--- src/hdl/cisf_pkg.sv ---
// Shared types, constants and helpers for the case-insensitive substring finder.
package cisf_pkg;

  // Default values of the top-level parameters.
  localparam int MAX_PATTERN_DEF   = 16;
  localparam int POSITION_BITS_DEF = 32;

  // Number of pattern bytes that the two pattern registers can hold.
  localparam int PAT_BYTES = 16;

  // Configuration register indexes (byte address is eight times the index).
  localparam logic [1:0] REG_PAT_LO  = 2'd0;
  localparam logic [1:0] REG_PAT_HI  = 2'd1;
  localparam logic [1:0] REG_PAT_LEN = 2'd2;

  // Control group from the top level to the window.
  typedef struct packed {
    logic shift;  // shift the current byte into the window
    logic clear;  // end of text: empty the window fill count
  } cisf_win_ctl_t;

  // Fold ASCII upper-case letters to lower case; all other bytes pass unchanged.
  function automatic logic [7:0] fold_case(input logic [7:0] c);
    if (c inside {[8'h41:8'h5A]}) begin
      return c + 8'h20;
    end
    return c;
  endfunction

endpackage

--- src/hdl/cisf_window.sv ---
// Window of recent text bytes and the parallel compare against the pattern.
module cisf_window #(
  parameter int MAX_PATTERN = cisf_pkg::MAX_PATTERN_DEF
) (
  input  logic                               clk,
  input  logic                               rst_n,
  input  cisf_pkg::cisf_win_ctl_t            ctl,
  input  logic [7:0]                         text_byte,
  input  logic [63:0]                        pat_lo,
  input  logic [63:0]                        pat_hi,
  input  logic [$clog2(MAX_PATTERN+1)-1:0]   len,
  output logic                               hit
);
  import cisf_pkg::*;

  localparam int CNT_W = $clog2(MAX_PATTERN + 1);

  logic [7:0]       recent_r [MAX_PATTERN];
  logic [7:0]       win_nxt  [MAX_PATTERN];
  logic [CNT_W-1:0] fill_r;
  logic [CNT_W-1:0] fill_nxt;
  logic [127:0]     pat_all;
  logic [7:0]       pat_arr  [PAT_BYTES];
  logic [CNT_W-1:0] pidx;
  logic [7:0]       pbyte;
  logic             bytes_eq;

  // Unpack the pattern registers into bytes, byte 0 first.
  assign pat_all = {pat_hi, pat_lo};
  always_comb begin
    for (int k = 0; k < PAT_BYTES; k++) begin
      pat_arr[k] = pat_all[8*k +: 8];
    end
  end

  // Window after this byte: the new folded byte enters at the newest end.
  always_comb begin
    win_nxt[0] = fold_case(text_byte);
    for (int j = 1; j < MAX_PATTERN; j++) begin
      win_nxt[j] = recent_r[j-1];
    end
  end

  // Fill count saturates at the window depth.
  always_comb begin
    if (32'(fill_r) == MAX_PATTERN) begin
      fill_nxt = fill_r;
    end else begin
      fill_nxt = fill_r + CNT_W'(1);
    end
  end

  // Window byte j pairs with pattern byte len-1-j; bytes past the length are ignored.
  always_comb begin
    bytes_eq = 1'b1;
    pidx     = '0;
    pbyte    = 8'h00;
    for (int j = 0; j < MAX_PATTERN; j++) begin
      pidx  = len - CNT_W'(j) - CNT_W'(1);
      pbyte = 8'h00;
      if (32'(pidx) < PAT_BYTES) begin
        pbyte = pat_arr[4'(pidx)];
      end
      if ((CNT_W'(j) < len) && (win_nxt[j] != fold_case(pbyte))) begin
        bytes_eq = 1'b0;
      end
    end
  end

  assign hit = (len != '0) && (fill_nxt >= len) && bytes_eq;

  // Window shift line and fill count.
  always_ff @(posedge clk) begin
    if (!rst_n) begin
      fill_r <= '0;
      for (int j = 0; j < MAX_PATTERN; j++) begin
        recent_r[j] <= 8'h00;
      end
    end else if (ctl.shift) begin
      for (int j = 0; j < MAX_PATTERN; j++) begin
        recent_r[j] <= win_nxt[j];
      end
      fill_r <= ctl.clear ? '0 : fill_nxt;
    end
  end

endmodule

--- src/hdl/case_insensitive_substring_finder_unit.sv ---
// Top level: stream ports, register file, match position tracking and result stage.
// A byte accepted into the input register moves to the result register when that is empty or draining.
// Throughput: one byte per cycle while out_tready does not hold the result; the input and
// result registers form an elastic two-stage pipeline, so a byte is taken while a finished
// result still waits. Reset (rst_n low, synchronous) empties both stages, clears the pattern
// registers, the window, the position, the skip point and the match count.
module case_insensitive_substring_finder_unit #(
  parameter int MAX_PATTERN   = cisf_pkg::MAX_PATTERN_DEF,
  parameter int POSITION_BITS = cisf_pkg::POSITION_BITS_DEF
) (
  input  logic        clk,
  input  logic        rst_n,
  // Text input stream.
  input  logic        in_tvalid,
  output logic        in_tready,
  input  logic [7:0]  in_tdata,   // [7:0] text_byte
  input  logic        in_tlast,   // end_of_text
  // Result stream.
  output logic        out_tvalid,
  input  logic        out_tready,
  output logic [63:0] out_tdata,  // [31:0] match_start, [63:32] match_total
  output logic        out_tuser,  // match_found
  output logic        out_tlast,  // text_done
  // Configuration port.
  input  logic        cfg_psel,
  input  logic        cfg_penable,
  input  logic        cfg_pwrite,
  input  logic [4:0]  cfg_paddr,
  input  logic [63:0] cfg_pwdata,
  output logic [63:0] cfg_prdata,
  output logic        cfg_pready
);
  import cisf_pkg::*;

  localparam int CNT_W = $clog2(MAX_PATTERN + 1);
  localparam int PB    = POSITION_BITS;

  // Configuration registers.
  logic [63:0] pat_lo_r;
  logic [63:0] pat_hi_r;
  logic [4:0]  pat_len_r;
  logic        cfg_wr;

  // Input stage.
  logic        s1_valid_r;
  logic [7:0]  s1_byte_r;
  logic        s1_last_r;
  logic        s1_adv;
  logic        work;

  // Text state.
  logic [PB-1:0] pos_r;
  logic [PB-1:0] ens_r;
  logic [31:0]   cnt_r;

  // Compute path.
  logic [CNT_W-1:0] len_eff;
  logic             win_hit;
  cisf_win_ctl_t    win_ctl;
  logic [PB-1:0]    pos1;
  logic [PB-1:0]    gap;
  logic             found;
  logic [PB-1:0]    start_full;
  logic [63:0]      start_ext;
  logic [31:0]      cnt_nxt;

  // Result stage.
  logic        out_valid_r;
  logic        match_found_r;
  logic [31:0] match_start_r;
  logic [31:0] match_total_r;
  logic        text_done_r;

  // Register writes and reads.
  assign cfg_pready = 1'b1;
  assign cfg_wr     = cfg_psel && cfg_penable && cfg_pwrite && cfg_pready;

  always_ff @(posedge clk) begin
    if (!rst_n) begin
      pat_lo_r  <= '0;
      pat_hi_r  <= '0;
      pat_len_r <= '0;
    end else if (cfg_wr) begin
      case (cfg_paddr[4:3])
        REG_PAT_LO:  pat_lo_r  <= cfg_pwdata;
        REG_PAT_HI:  pat_hi_r  <= cfg_pwdata;
        REG_PAT_LEN: pat_len_r <= cfg_pwdata[4:0];
        default: ;
      endcase
    end
  end

  always_comb begin
    case (cfg_paddr[4:3])
      REG_PAT_LO:  cfg_prdata = pat_lo_r;
      REG_PAT_HI:  cfg_prdata = pat_hi_r;
      REG_PAT_LEN: cfg_prdata = {59'd0, pat_len_r};
      default:     cfg_prdata = '0;
    endcase
  end

  // Handshake: each stage moves on when the one after it is empty or draining.
  assign s1_adv    = !out_valid_r || out_tready;
  assign in_tready = !s1_valid_r || s1_adv;
  assign work      = s1_valid_r && s1_adv;

  always_ff @(posedge clk) begin
    if (!rst_n) begin
      s1_valid_r <= 1'b0;
    end else if (in_tready) begin
      s1_valid_r <= in_tvalid;
    end
  end

  always_ff @(posedge clk) begin
    if (in_tready && in_tvalid) begin
      s1_byte_r <= in_tdata;
      s1_last_r <= in_tlast;
    end
  end

  // Pattern lengths beyond the window depth are taken as the depth.
  always_comb begin
    if (32'(pat_len_r) > MAX_PATTERN) begin
      len_eff = CNT_W'(MAX_PATTERN);
    end else begin
      len_eff = CNT_W'(pat_len_r);
    end
  end

  assign win_ctl.shift = work;
  assign win_ctl.clear = s1_last_r;

  cisf_window #(
    .MAX_PATTERN(MAX_PATTERN)
  ) u_window (
    .clk       (clk),
    .rst_n     (rst_n),
    .ctl       (win_ctl),
    .text_byte (s1_byte_r),
    .pat_lo    (pat_lo_r),
    .pat_hi    (pat_hi_r),
    .len       (len_eff),
    .hit       (win_hit)
  );

  // A match counts only if it starts at or after the end of the previous one.
  assign pos1       = pos_r + PB'(1);
  assign gap        = pos1 - ens_r;
  assign found      = win_hit && (gap >= PB'(len_eff));
  assign start_full = found ? (pos1 - PB'(len_eff)) : '0;
  assign start_ext  = 64'(start_full);
  assign cnt_nxt    = (found && (cnt_r != 32'hFFFF_FFFF)) ? cnt_r + 32'd1 : cnt_r;

  // Text state: position, skip point and count, cleared after the last byte.
  always_ff @(posedge clk) begin
    if (!rst_n) begin
      pos_r <= '0;
      ens_r <= '0;
      cnt_r <= '0;
    end else if (work) begin
      if (s1_last_r) begin
        pos_r <= '0;
        ens_r <= '0;
        cnt_r <= '0;
      end else begin
        pos_r <= pos1;
        if (found) begin
          ens_r <= pos1;
        end
        cnt_r <= cnt_nxt;
      end
    end
  end

  // Result register.
  always_ff @(posedge clk) begin
    if (!rst_n) begin
      out_valid_r <= 1'b0;
    end else if (s1_adv) begin
      out_valid_r <= s1_valid_r;
    end
  end

  always_ff @(posedge clk) begin
    if (work) begin
      match_found_r <= found;
      match_start_r <= start_ext[31:0];
      match_total_r <= cnt_nxt;
      text_done_r   <= s1_last_r;
    end
  end

  assign out_tvalid = out_valid_r;
  assign out_tdata  = {match_total_r, match_start_r};
  assign out_tuser  = match_found_r;
  assign out_tlast  = text_done_r;

  // A reported match is always included in the count.
  a_found_counted: assert property (@(posedge clk) disable iff (!rst_n)
    (out_valid_r && match_found_r) |-> (match_total_r != 32'd0))
    else $error("match reported with a zero match count");

  // Without a match the start field reads zero.
  a_start_zero: assert property (@(posedge clk) disable iff (!rst_n)
    (out_valid_r && !match_found_r) |-> (match_start_r == 32'd0))
    else $error("match start nonzero without a match");

  // After the last byte of a text the next text starts from a clean state.
  a_text_restart: assert property (@(posedge clk) disable iff (!rst_n)
    (work && s1_last_r) |=> ((pos_r == '0) && (ens_r == '0) && (cnt_r == 32'd0)))
    else $error("text state not cleared after end of text");

  // After a match the skip point is the next byte position.
  a_skip_point: assert property (@(posedge clk) disable iff (!rst_n)
    (work && found) |=> (ens_r == pos_r))
    else $error("skip point does not follow the match");

endmodule

--- config.mk ---
export PLATFORM = sky130hd
export DESIGN_NAME = case_insensitive_substring_finder_unit
export DESIGN_NICKNAME = d
export VERILOG_FILES = /design/src/hdl/cisf_pkg.sv /design/src/hdl/cisf_window.sv /design/src/hdl/case_insensitive_substring_finder_unit.sv
export SDC_FILE = /design/constraint.sdc
export NUM_CORES = 1
export LEC_CHECK = 0
export BUFFER_PORTS_ARGS = -buffer_cell sky130_fd_sc_hd__buf_2
export CAP_MARGIN = 20
export CELL_PAD_IN_SITES_DETAIL_PLACEMENT = 0
export CELL_PAD_IN_SITES_GLOBAL_PLACEMENT = 1
export CORE_AREA = 2 2 241 303
export CTS_BUF_LIST = sky130_fd_sc_hd__clkbuf_16
export CTS_CLUSTER_DIAMETER = 50
export CTS_CLUSTER_SIZE = 10
export DETAILED_ROUTE_END_ITERATION = 12
export DIE_AREA = 0 0 243 305
export GPL_ROUTABILITY_DRIVEN = 0
export PLACE_DENSITY_LB_ADDON = 0.08
export SLEW_MARGIN = 20
export SYNTH_ARGS = -nofsm -noshare
export SYNTH_HDL_FRONTEND = slang
export SYNTH_SLANG_ARGS = --single-unit
export TNS_END_PERCENT = 100
--- constraint.sdc ---
create_clock -name clk -period 9 [get_ports clk]
set_clock_uncertainty 0.1 [all_clocks]
set_input_delay 0 -clock clk [delete_from_list [all_inputs] [get_ports clk]]
set_output_delay 0 -clock clk [all_outputs]
set_load 0.02 [all_outputs]
Word-level counts from Yosys, hierarchy flattened
Memories as Yosys holds them, arrays and structs flattened.
Index checks and enable logic that the tools add are counted.
{ "word_totals": {"ff_bits": 311, "mem_bits_rw": 128, "elab_cells": 417, "mem_count": 1} }
{ "op_classes": {"addsub": 52, "n_lt_le_gt_ge": 85, "eq_ne": 20, "n_mux": 160, "bitwise": 32, "n_reduce_logical": 52} }
{ "memory_table": {"columns": ["memory", "depth", "width", "rd", "rd_ports_with_merged_regs", "write_ports", "line_no", "rtl"], "rows": [
  ["u_window.recent_r", 16, 8, 15, 0, 16, "cisf_window.sv:18", "logic [7:0] recent_r [MAX_PATTERN];"]
]} }
{ "ops": {"columns": ["op", "count"], "rows": [
  ["two-way mux 8 bit", 98],
  ["binary-select mux 8 bit (select 4 bit)", 16],
  ["one-hot mux 64 bit (3 select lines)", 1],
  ["two-way mux 32 bit", 5],
  ["adder 8 x 6 -> 8 bit (second input constant)", 17],
  ["greater-or-equal comparator 8 x 7 -> 1 bit (second input constant)", 17],
  ["less-or-equal comparator 8 x 7 -> 1 bit (second input constant)", 17],
  ["inequality test 8 bit", 16],
  ["greater-or-equal comparator 5 bit (second input constant)", 16],
  ["< comparator 5 bit (second input constant)", 16],
  ["inverter 4 -> 5 bit", 16],
  ["subtractor 5 x 1 -> 5 bit (second input constant)", 16],
  ["adder 32 x 1 -> 32 bit (second input constant)", 2],
  ["logical AND 1 bit", 41],
  ["< comparator 4 x 5 -> 1 bit (first input constant)", 8],
  ["subtractor 5 x 4 -> 5 bit (second input constant)", 8],
  ["two-way mux 1 bit", 37],
  ["greater-or-equal comparator 32 x 5 -> 1 bit", 1],
  ["inequality test 32 bit (second input constant)", 1],
  ["subtractor 32 bit", 1],
  ["subtractor 32 x 5 -> 32 bit", 1],
  ["< comparator 3 x 5 -> 1 bit (first input constant)", 4],
  ["subtractor 5 x 3 -> 5 bit (second input constant)", 4],
  ["bitwise OR 1 bit", 16],
  ["16 further kinds", 26]
]} }

Longest topological paths before layout
Gate-level depths: netlist (run 1).
{ "logic_depth": {"depth_word": 35, "ltp_mapped": 33} }

By module
Synthesis (run 1) repeated with hierarchy kept, for this count alone.
{ "hier_totals": {"cells_unflattened": 3702, "hier_area_um2": 34608.2} }
{ "by_module_without_submodules": {"columns": ["module", "instances", "cells_per_inst", "area_each_um2"], "rows": [
  ["cisf_window", 1, 1630, 17747.0],
  ["case_insensitive_substring_finder_unit", 1, 2072, 16861.2]
]} }

Worst setup path after synthesis (run 1)
Ideal clock, no wire load.
{ "synth_path": {"path_type": "register to register", "start": "reg pat_len_r[4]", "end": "reg match_total_r[14], data pin", "arrival_ps": 6203, "setup_slack_ps": 2434, "path_stages_with_launch": 31, "synth_period_minus_slack_ps": 6566, "path_cell_list": "dfxtp_1 buf_4 nor2b_1 buf_4 buf_6 buf_6 buf_2 buf_2 buf_2 ha_1 buf_2 buf_4 buf_2 buf_2 mux4_2 mux2i_1 o22a_1 inv_1 ha_1 and3_1 a2111oi_0 and4_1 a21oi_1 o32a_1 nor4_1 a21oi_1 nor4b_1 buf_2 buf_2 nand2_1 xnor2_1"} }
{ "synth_via": {"elab_chain_len": 34, "elab_cells_between_ends": 312, "cone_classes": "add/sub (46); order compare (67); eq/ne (16); mux (130); bitwise (16); reduce/logical (37)"} }
{ "synth_rtl": {"columns": ["item", "line_no", "rtl"], "rows": [
  ["start, declared", "case_insensitive_substring_finder_unit.sv:41", "logic [4:0] pat_len_r;"],
  ["start signal, assigned", "case_insensitive_substring_finder_unit.sv:87", "REG_PAT_LEN: pat_len_r <= cfg_pwdata[4:0];"],
  ["> comparator 5 bit", "case_insensitive_substring_finder_unit.sv:124", "if (32'(pat_len_r) > MAX_PATTERN) begin"],
  ["two-way mux 5 bit *", "case_insensitive_substring_finder_unit.sv:124", null],
  ["subtractor 5 x 1 -> 5 bit", "cisf_window.sv:59", "pidx = len - CNT_W'(j) - CNT_W'(1);"],
  ["subtractor 5 x 1 -> 5 bit / inverter 4 -> 5 bit (equally long branches)", "cisf_window.sv:59, cisf_window.sv:62", null],
  ["inverter 4 -> 5 bit (implied by the code) / binary-select mux 8 bit (select 4 bit) (equally long branches)", "cisf_window.sv:62", "pbyte = pat_arr[4'(pidx)];"],
  ["binary-select mux 8 bit (select 4 bit) / two-way mux 8 bit (equally long branches)", "cisf_window.sv:62", null],
  ["two-way mux 8 bit (implied by the code)", "cisf_window.sv:62", null],
  ["two-way mux 8 bit (on tied branches)", "cisf_window.sv:62, cisf_window.sv:61", null],
  ["[... 5 more ...]", null, null],
  ["inequality test 8 bit / logical AND 1 bit (equally long branches)", "cisf_window.sv:64", "if ((CNT_W'(j) < len) && (win_nxt[j] != fold_case(pbyte))) begin"],
  ["logical AND 1 bit / two-way mux 1 bit (equally long branches)", "cisf_window.sv:64", null],
  ["two-way mux 1 bit (15 in a row)", "cisf_window.sv:64", null],
  ["logical AND 1 bit", "cisf_window.sv:70", "assign hit = (len != '0) && (fill_nxt >= len) && bytes_eq;"],
  ["logical AND 1 bit *", "case_insensitive_substring_finder_unit.sv:150", "assign found = win_hit && (gap >= PB'(len_eff));"],
  ["logical AND 1 bit *", "case_insensitive_substring_finder_unit.sv:153", "assign cnt_nxt = (found && (cnt_r != 32'hFFFF_FFFF)) ? cnt_r + 32'd1 : cnt_r;"],
  ["two-way mux 32 bit *", "case_insensitive_substring_finder_unit.sv:153", null],
  ["via cnt_nxt[14]", "case_insensitive_substring_finder_unit.sv:65", "logic [31:0] cnt_nxt;"],
  ["end signal, assigned", "case_insensitive_substring_finder_unit.sv:189", "match_total_r <= cnt_nxt;"],
  ["end, declared", "case_insensitive_substring_finder_unit.sv:71", "logic [31:0] match_total_r;"]
]} }
The timed path passes the listed nets; every way through them passes the cells marked *. The select of a mux whose other input is x is not followed.
A chain may end at the register's enable or synchronous reset.

Final worst setup path (run 1)
{ "layout_path": {"start": "reg pat_len_r[4]", "end": "reg ens_r[1]"} }
{ "layout_via": {"elab_chain_len": 34, "elab_cells_between_ends": 312, "cone_classes": "add/sub (46); order compare (67); eq/ne (16); mux (129); bitwise (16); reduce/logical (38)"} }
{ "layout_rtl": {"columns": ["item", "line_no", "rtl"], "rows": [
  ["> comparator 5 bit", "case_insensitive_substring_finder_unit.sv:124", null],
  ["two-way mux 5 bit *", "case_insensitive_substring_finder_unit.sv:124", null],
  ["subtractor 5 x 1 -> 5 bit", "cisf_window.sv:59", null],
  ["subtractor 5 x 1 -> 5 bit / inverter 4 -> 5 bit (equally long branches)", "cisf_window.sv:59, cisf_window.sv:62", null],
  ["inverter 4 -> 5 bit (implied by the code) / binary-select mux 8 bit (select 4 bit) (equally long branches)", "cisf_window.sv:62", null],
  ["binary-select mux 8 bit (select 4 bit) / two-way mux 8 bit (equally long branches)", "cisf_window.sv:62", null],
  ["two-way mux 8 bit (implied by the code)", "cisf_window.sv:62", null],
  ["two-way mux 8 bit (on tied branches)", "cisf_window.sv:62, cisf_window.sv:61", null],
  ["[... 4 more ...]", null, null],
  ["two-way mux 8 bit / inequality test 8 bit (equally long branches)", "cisf_pkg.sv:27, cisf_window.sv:64", null],
  ["inequality test 8 bit / logical AND 1 bit (equally long branches)", "cisf_window.sv:64", null],
  ["logical AND 1 bit / two-way mux 1 bit (equally long branches)", "cisf_window.sv:64", null],
  ["two-way mux 1 bit (15 in a row)", "cisf_window.sv:64", null],
  ["logical AND 1 bit", "cisf_window.sv:70", null],
  ["logical AND 1 bit *", "case_insensitive_substring_finder_unit.sv:150", null],
  ["nonzero test 2 bit (no line) *", null, null],
  ["AND reduction 2 bit (no line) *", null, null],
  ["end signal, assigned", "case_insensitive_substring_finder_unit.sv:169", "ens_r <= pos1;"],
  ["end, declared", "case_insensitive_substring_finder_unit.sv:53", "logic [PB-1:0] ens_r;"]
]} }
Every way passes the cells marked *; elsewhere a longest branch is shown, timed or not. The select of a mux whose other input is x is not followed.

==> results of run 1 <==
## flip-flops by register name (all words and copies together), names as in the netlist, 5 cells and up
name               cells
u_window.recent_r    120
pat_hi_r              64
pat_lo_r              64
cnt_r                 32
ens_r                 32
match_start_r         32
match_total_r         32
pos_r                 32
s1_byte_r              8
pat_len_r              5
u_window.fill_r        5
## layer usage
layer	wire, microns	global-route usage [%]	vias up
li1	-	-	14600
met1	50200	42.7	15400
met2	63500	58.8	1651
met3	14500	11.4	490
met4	11800	25.3	6
met5	39	0	-
## cells by family after synthesis
logic type,after synthesis
simple gates,1518
compound gates,791
mux,440
flops,431
buf+inv,418
xor+xnor,236
fa+ha+maj,81
other cells,1
## final cells by class
class                      instances  share of cell area [%]
sequential                       431                    27.5
timing repair buffer             372                    6.55
inverter                         147                    1.47
multi-input combinational       3067                    56.5
clock buffer                      61                    3.97
antenna                            3                  0.0195
clock inverter                    39                   0.917
tap                              952                    3.09
## stage by stage
stage                     power, mW  utilization (%)  hold slack, ps  setup WS, ps  instance area (sq um)
after global routing           5.15             54.0            11.0           647                  38500
final                          5.00             54.0            21.1           843                  38500
after CTS                      5.02             53.9            5.93          1140                  38500
after global placement         2.71             50.2            79.3          1200                  35800
after detailed placement       2.71             50.2            78.5          1160                  35800
after floorplan                2.52                -           -1.13          2430                  34000
## power groups by stage
stage | logic [mW] | clock network (mW) | registers, mW
5_1_grt | 0.556 | 2.40 | 2.19
3_5_place_dp | 0.481 | 0 | 2.23
3_3_place_gp | 0.479 | 0 | 2.23
2_1_floorplan | 0.314 | 0 | 2.21
4_1_cts | 0.511 | 2.32 | 2.19
6_report | 0.520 | 2.29 | 2.19
## timing repair
item,in CTS,in global routing
hold buffers,81,1
resized for setup,0,0
endpoints found under the hold margin,153,1
## cell usage after synthesis (13+ instances only)
master and n:
edfxtp_1 195, a2111oi_0 16, dfxtp_1 236, inv_1 142
o21ai_0 130, xor2_1 88, mux2i_1 274, nor3b_1 28
a21boi_0 17, nor2b_1 38, a211oi_1 31, nand2b_1 35
a21oi_1 258, mux4_2 126, ha_1 79, and2_1 93
or3_1 24, nand2_1 576, xnor2_1 143, mux2_2 38
a21o_1 29, nor4_1 16, nand3_1 104, and3_1 133
buf_2 54, buf_1 25, o21a_1 14, nor3_1 74
o211ai_1 22, buf_4 13, clkbuf_1 170, o22ai_1 43
a31oi_1 30, nor2_1 285, nand4_1 43, o31ai_1 15
## worst max-delay path by stage
stage          slack (ps)         start                end  depth (start not counted)
4_1_cts              1140      pos_r[0]          ens_r[31]                         26
6_report              840  pat_len_r[4]           ens_r[1]                         20
3_5_place_dp         1160      pos_r[0]          ens_r[31]                         26
3_3_place_gp         1200      pos_r[0]          ens_r[31]                         25
2_1_floorplan        2430  pat_len_r[4]  match_total_r[14]                         30
5_1_grt               650  pat_len_r[4]          ens_r[25]                         20
## worst register-to-register path, stage by stage, from the launching register on
cell and delay (ps):
dfxtp_4 430, and2b_1 690, inv_4 310, ha_1 390, buf_4 420, clkinv_1 540
buf_4 370, mux2i_1 920, o22ai_1 360, ha_1 350, nor2b_1 140, o21ai_0 150
nor4b_1 270, mux2i_1 170, nor4_1 770, a21oi_1 240, nor4_4 370, buf_12 300
buf_12 340, mux2i_1 310, a21oi_1 90
==> flow_metrics.tcl, run 1 <==
set metrics [dict create \
    hold_end "s1_byte_r[0]" \
    r2r_start "pat_len_r[4]" \
    syn2layout_area_growth_pct 13.3 \
    crit_path_end_kind "flip-flop" \
    initial_utilization_pct 47.7 \
    startpoint_type "flip-flop" \
    clock_path_buffers 3 \
    path_cells "and2b_1 -> inv_4 -> ha_1 -> buf_4 -> clkinv_1 -> buf_4 -> mux2i_1 -> o22ai_1 -> ha_1 -> nor2b_1 -> o21ai_0 -> nor4b_1 -> mux2i_1 -> nor4_1 -> a21oi_1 -> nor4_4 -> buf_12 -> buf_12 -> mux2i_1 -> a21oi_1" \
    synth_top_family_by_area "simple AND/OR/NAND/NOR gates" \
    num_rows 110 \
    portBuffers 213 \
    yosys_register_bits 431 \
    crit_type "flip-flop to flip-flop" \
    yosysSeqAreaShare_pct 31.1 \
    synth.top_cell.area_share_pct 17.2 \
    synth.area.mux_share_pct 17.8 \
    rr_endpoint "ens_r[1]" \
    tns_ps 0 \
    slew_viol_final 0 \
    synth_area_leader_cell "edfxtp_1" \
    p_per_area_nw_per_um2 130 \
    hold_depth 2 \
    synth.area.top_cells "edfxtp_1 17%, dfxtp_1 14%, mux4_2 8.4%" \
    final_common_cell "nand2_1" \
    wl_per_cell_microns 27.6 \
    vias 32100 \
    synth_xor_area_share_pct 6.28 \
    relSlewSlack_pct 17.8 \
    maxCapViolations 0 \
    period_needed_ps 8160 \
    crit_buf_inv 6 \
    worstHoldStart "in_tdata[0]" \
    cp_top_family "buffers and inverters" \
    fmax_ghz 0.123 \
    drc 0 \
    ys_warn_count 0 \
    p_leak_nw 15.4 \
    ant_nets 0 \
    synth.distinct_cells 103 \
    dp_hpwl_mm 99.3 \
    crit_path_frequent_cell "mux2i_1" \
    final_cell_mix "576 x nand2_1, 283 x nor2_1, 274 x mux2i_1" \
    yosys.area_share.adder_pct 3.03 \
    drt_first_pass_iters 6 \
    grt_max_degree 86 \
    rsz0062_at_grt "false" \
    viasPerCell 6.34 \
    ios 218 \
    grt_pass1_wl_mm 205 \
    grt_use_total_pct 37.0 \
    cpMaxStageDelayCell "mux2i_1" \
    yosys.area_share.simple_pct 21.5 \
    avgSynthCellArea_sq_um 8.68 \
    layout.nets 4244 \
    synth_fp_nets 4082 \
    antenna_found_initial 7 \
    power_frac_seq_pct 43.8 \
    core_sq_um 71300 \
    syn_inst 3916 \
    nFillCells 6770 \
    syn_area_sq_um 34000 \
    cts.sinks 431 \
    pwr-share-comb_pct 10.4 \
    grt_overflow_total 0 \
    drtIter0Drc 3517 \
    slowest_delay_ps 910 \
    cts_tree "yes" \
    clockPowerShare_pct 45.8 \
    fin_crit_sh_pct 90.6 \
    root_buffer "clkbuf_16" \
    status "finished clean" \
    postCtsSetupBuffers 0 \
    cts-buffers-inserted 59 \
    grt_pass1_vias 30700 \
    p_sw_share_pct 27.0 \
    clock_latency_ps 660 \
    multi_input_area_sq_um 21700 \
    worstMarginPinSlew_ps 1220 \
    worstPathRequired_ps 9380 \
    path_max_fanout 67 \
    postSynth.asyncResetShare_pct 0 \
    hold_violations 0 \
    max-vdd-ir-drop_mv 0.149 \
    min_path_type "primary input to flip-flop" \
    rrSetupSlack_ps 840 \
    yosys_most_used_dff "dfxtp_1" \
    synth_edf_count 195 \
    htreeDepth 2 \
    p_int_mw 3.65 \
    die_area_sq_um 74100 \
    crit_arrival_ps 8540 \
    placedCellCount 4885 \
    power.switching_mw 1.35 \
    finalNonFillerCells 5072 \
    path_clk_slew_ps 60 \
    die_h_microns 305 \
    seqCellArea_sq_um 10600 \
    drive_above_1_share_pct 14.6 \
    reg2reg_depth 20 \
    synth_compound_area_share_pct 15.1 \
    die_x_microns 243 \
    finalSetupViolCount 0 \
    routed_wl_mm 140 \
]
No activity file was read; power rests on OpenSTA's default activity.
==> inputs of run 2 (changes only) <==
--- a/config.mk
+++ b/config.mk
@@ -16,7 +16,8 @@
 export DETAILED_ROUTE_END_ITERATION = 12
 export DIE_AREA = 0 0 243 305
 export GPL_ROUTABILITY_DRIVEN = 0
-export PLACE_DENSITY_LB_ADDON = 0.08
+export PLACE_DENSITY = 0.89
+export SKIP_LAST_GASP = 1
 export SLEW_MARGIN = 20
 export SYNTH_ARGS = -nofsm -noshare
 export SYNTH_HDL_FRONTEND = slang
==> flow_metrics.tcl, run 2 (same netlist as run 1, synthesis figures left out) <==
set metrics [dict create \
    status "finished clean" \
    initial_utilization_pct 47.7 \
    ios 218 \
    largest_reg_flops 120 \
    final_cell_mix "576 x nand2_1, 283 x nor2_1, 272 x mux2i_1" \
    drc 0 \
    fmax_ghz 0.127 \
    path_max_fanout 53 \
    place_area_sq_um 35700 \
    postCtsSetupBuffers 0 \
    design_area_sq_um 38000 \
    clock_path_buffers 3 \
    die_area_sq_um 74100 \
    cts_resized 0 \
    crit_type "flip-flop to flip-flop" \
    drtIter0Drc 4271 \
    finalPower_mw 4.60 \
    die_x_microns 243 \
    drt_first_pass_iters 10 \
    core_sq_um 71300 \
    largestRegisters "u_window.recent_r (120), pat_hi_r (64), pat_lo_r (64)" \
    grt_use_met2_pct 54.8 \
    maxCapViolations 0 \
    rsz0062_at_grt "false" \
    drive_above_1_share_pct 14.0 \
    vias 32700 \
    cts-buffers-inserted 51 \
    dp_hpwl_mm 94.2 \
    postCtsHoldBufs 82 \
    die_h_microns 305 \
    cts_tree "yes" \
    period_needed_ps 7860 \
    cts.sinks 431 \
    hold_violations 0 \
    finalNonFillerCells 5042 \
    finalSetupViolCount 0 \
    ant_nets 0 \
    clock_latency_ps 630 \
    antenna_found_initial 8 \
    fin_crit_sh_pct 87.4 \
    grt_util_met3_pct 11.6 \
    max-vdd-ir-drop_mv 0.169 \
    met1_usage_pct 39.7 \
    slew_viol_final 0 \
    grt_busiest_layer "met2" \
    root_buffer "clkbuf_16" \
    portBuffers 213 \
    p_per_area_nw_per_um2 121 \
    layout.nets 4227 \
    grt_use_total_pct 34.9 \
    grt_pass1_wl_mm 194 \
    grt_max_degree 111 \
    startpoint_type "flip-flop" \
    final_common_cell "nand2_1" \
    pre_cts_ws_ps 1470 \
    min_path_type "primary input to flip-flop" \
    crit_arrival_ps 8280 \
    placedCellCount 4877 \
    syn2layout_area_growth_pct 11.9 \
    grt_pass1_vias 30400 \
    grt_overflow_total 0 \
    rrSetupSlack_ps 1140 \
    worstPathRequired_ps 9420 \
    finalWorstSetupSlack_ps 1140 \
    htreeDepth 2 \
    tns_ps 0 \
    p_leak_nw 15.2 \
    path_clk_slew_ps 60 \
    num_rows 110 \
    relSlewSlack_pct 14.3 \
    crit_path_end_kind "flip-flop" \
    regMostFlops "u_window.recent_r" \
    routed_wl_mm 134 \
    viasPerCell 6.49 \
    wl_per_cell_microns 26.6 \
    worstMarginPinSlew_ps 1250 \
]
[run 2: changes by cell type in the layout (fill, tap and decap cells not counted), moves of 4 or more]
| cell | before | now |
|---|---|---|
| buf_4 | 74 | 65 |
| clkbuf_16 | 61 | 53 |
| inv_6 | 8 | 1 |
| bufinv_16 | 4 | 0 |
[run 2: area by class of cell]
cell class	instances	area, sq um
fillers	6655	33300
multi-input cells	3067	21800
flip-flops and latches	431	10600
repair buffers	363	2440
clock buffers	53	1330
well taps	952	1190
inverters	147	567
clock inverters	26	154
diodes	3	7.51
[run 2: routing by layer]
metal	part of all wire, %	wire length [microns]	vias to the layer above
li1	-	-	14500
met1	34	46100	15500
met2	45	59800	2045
met3	12	16100	653
met4	9.0	12000	4
met5	0.022	30	-
[run 2: per-stage QoR]
| step | hold slack [ps] | utilization, % |
|---|---|---|
| after floorplan | -1.13 | - |
| after global placement | 77.9 | 50.1 |
| after detailed placement | 78.1 | 50.1 |
| after CTS | 0.722 | 53.3 |
| after global routing | 10.3 | 53.3 |
| final | 14.8 | 53.3 |
[run 2: worst paths after layout]
path | cells after the start | to | startpoint
worst max-delay path | 19 | cnt_r[21] | pat_len_r[4]
worst max register to register | 19 | cnt_r[21] | pat_len_r[4]
worst min register to register | 2 | ens_r[24] | ens_r[24]
worst min-delay path | 2 | s1_byte_r[3] | in_tdata[3]
[run 2: power breakdown]
group / leakage (nW) / internal [mW] / switching, mW
sequential: 3.90 / 2.11 / 0.0754
combinational: 10.5 / 0.196 / 0.325
clock: 0.784 / 1.05 / 0.835
total: 15.2 / 3.36 / 1.23
[run 2: critical path: stages (launching register included)]
cell and delay (ps):
dfxtp_4 390, and2b_1 880, inv_4 340, ha_1 420, clkinv_1 530, buf_4 430
mux2i_1 790, o22ai_1 380, ha_1 350, nor2b_1 130, o21ai_0 140, nor4b_1 340
mux2i_1 190, nor4_1 590, a21oi_1 230, nor4_4 380, buf_12 320, buf_4 320
nand2_1 130, a221o_1 320
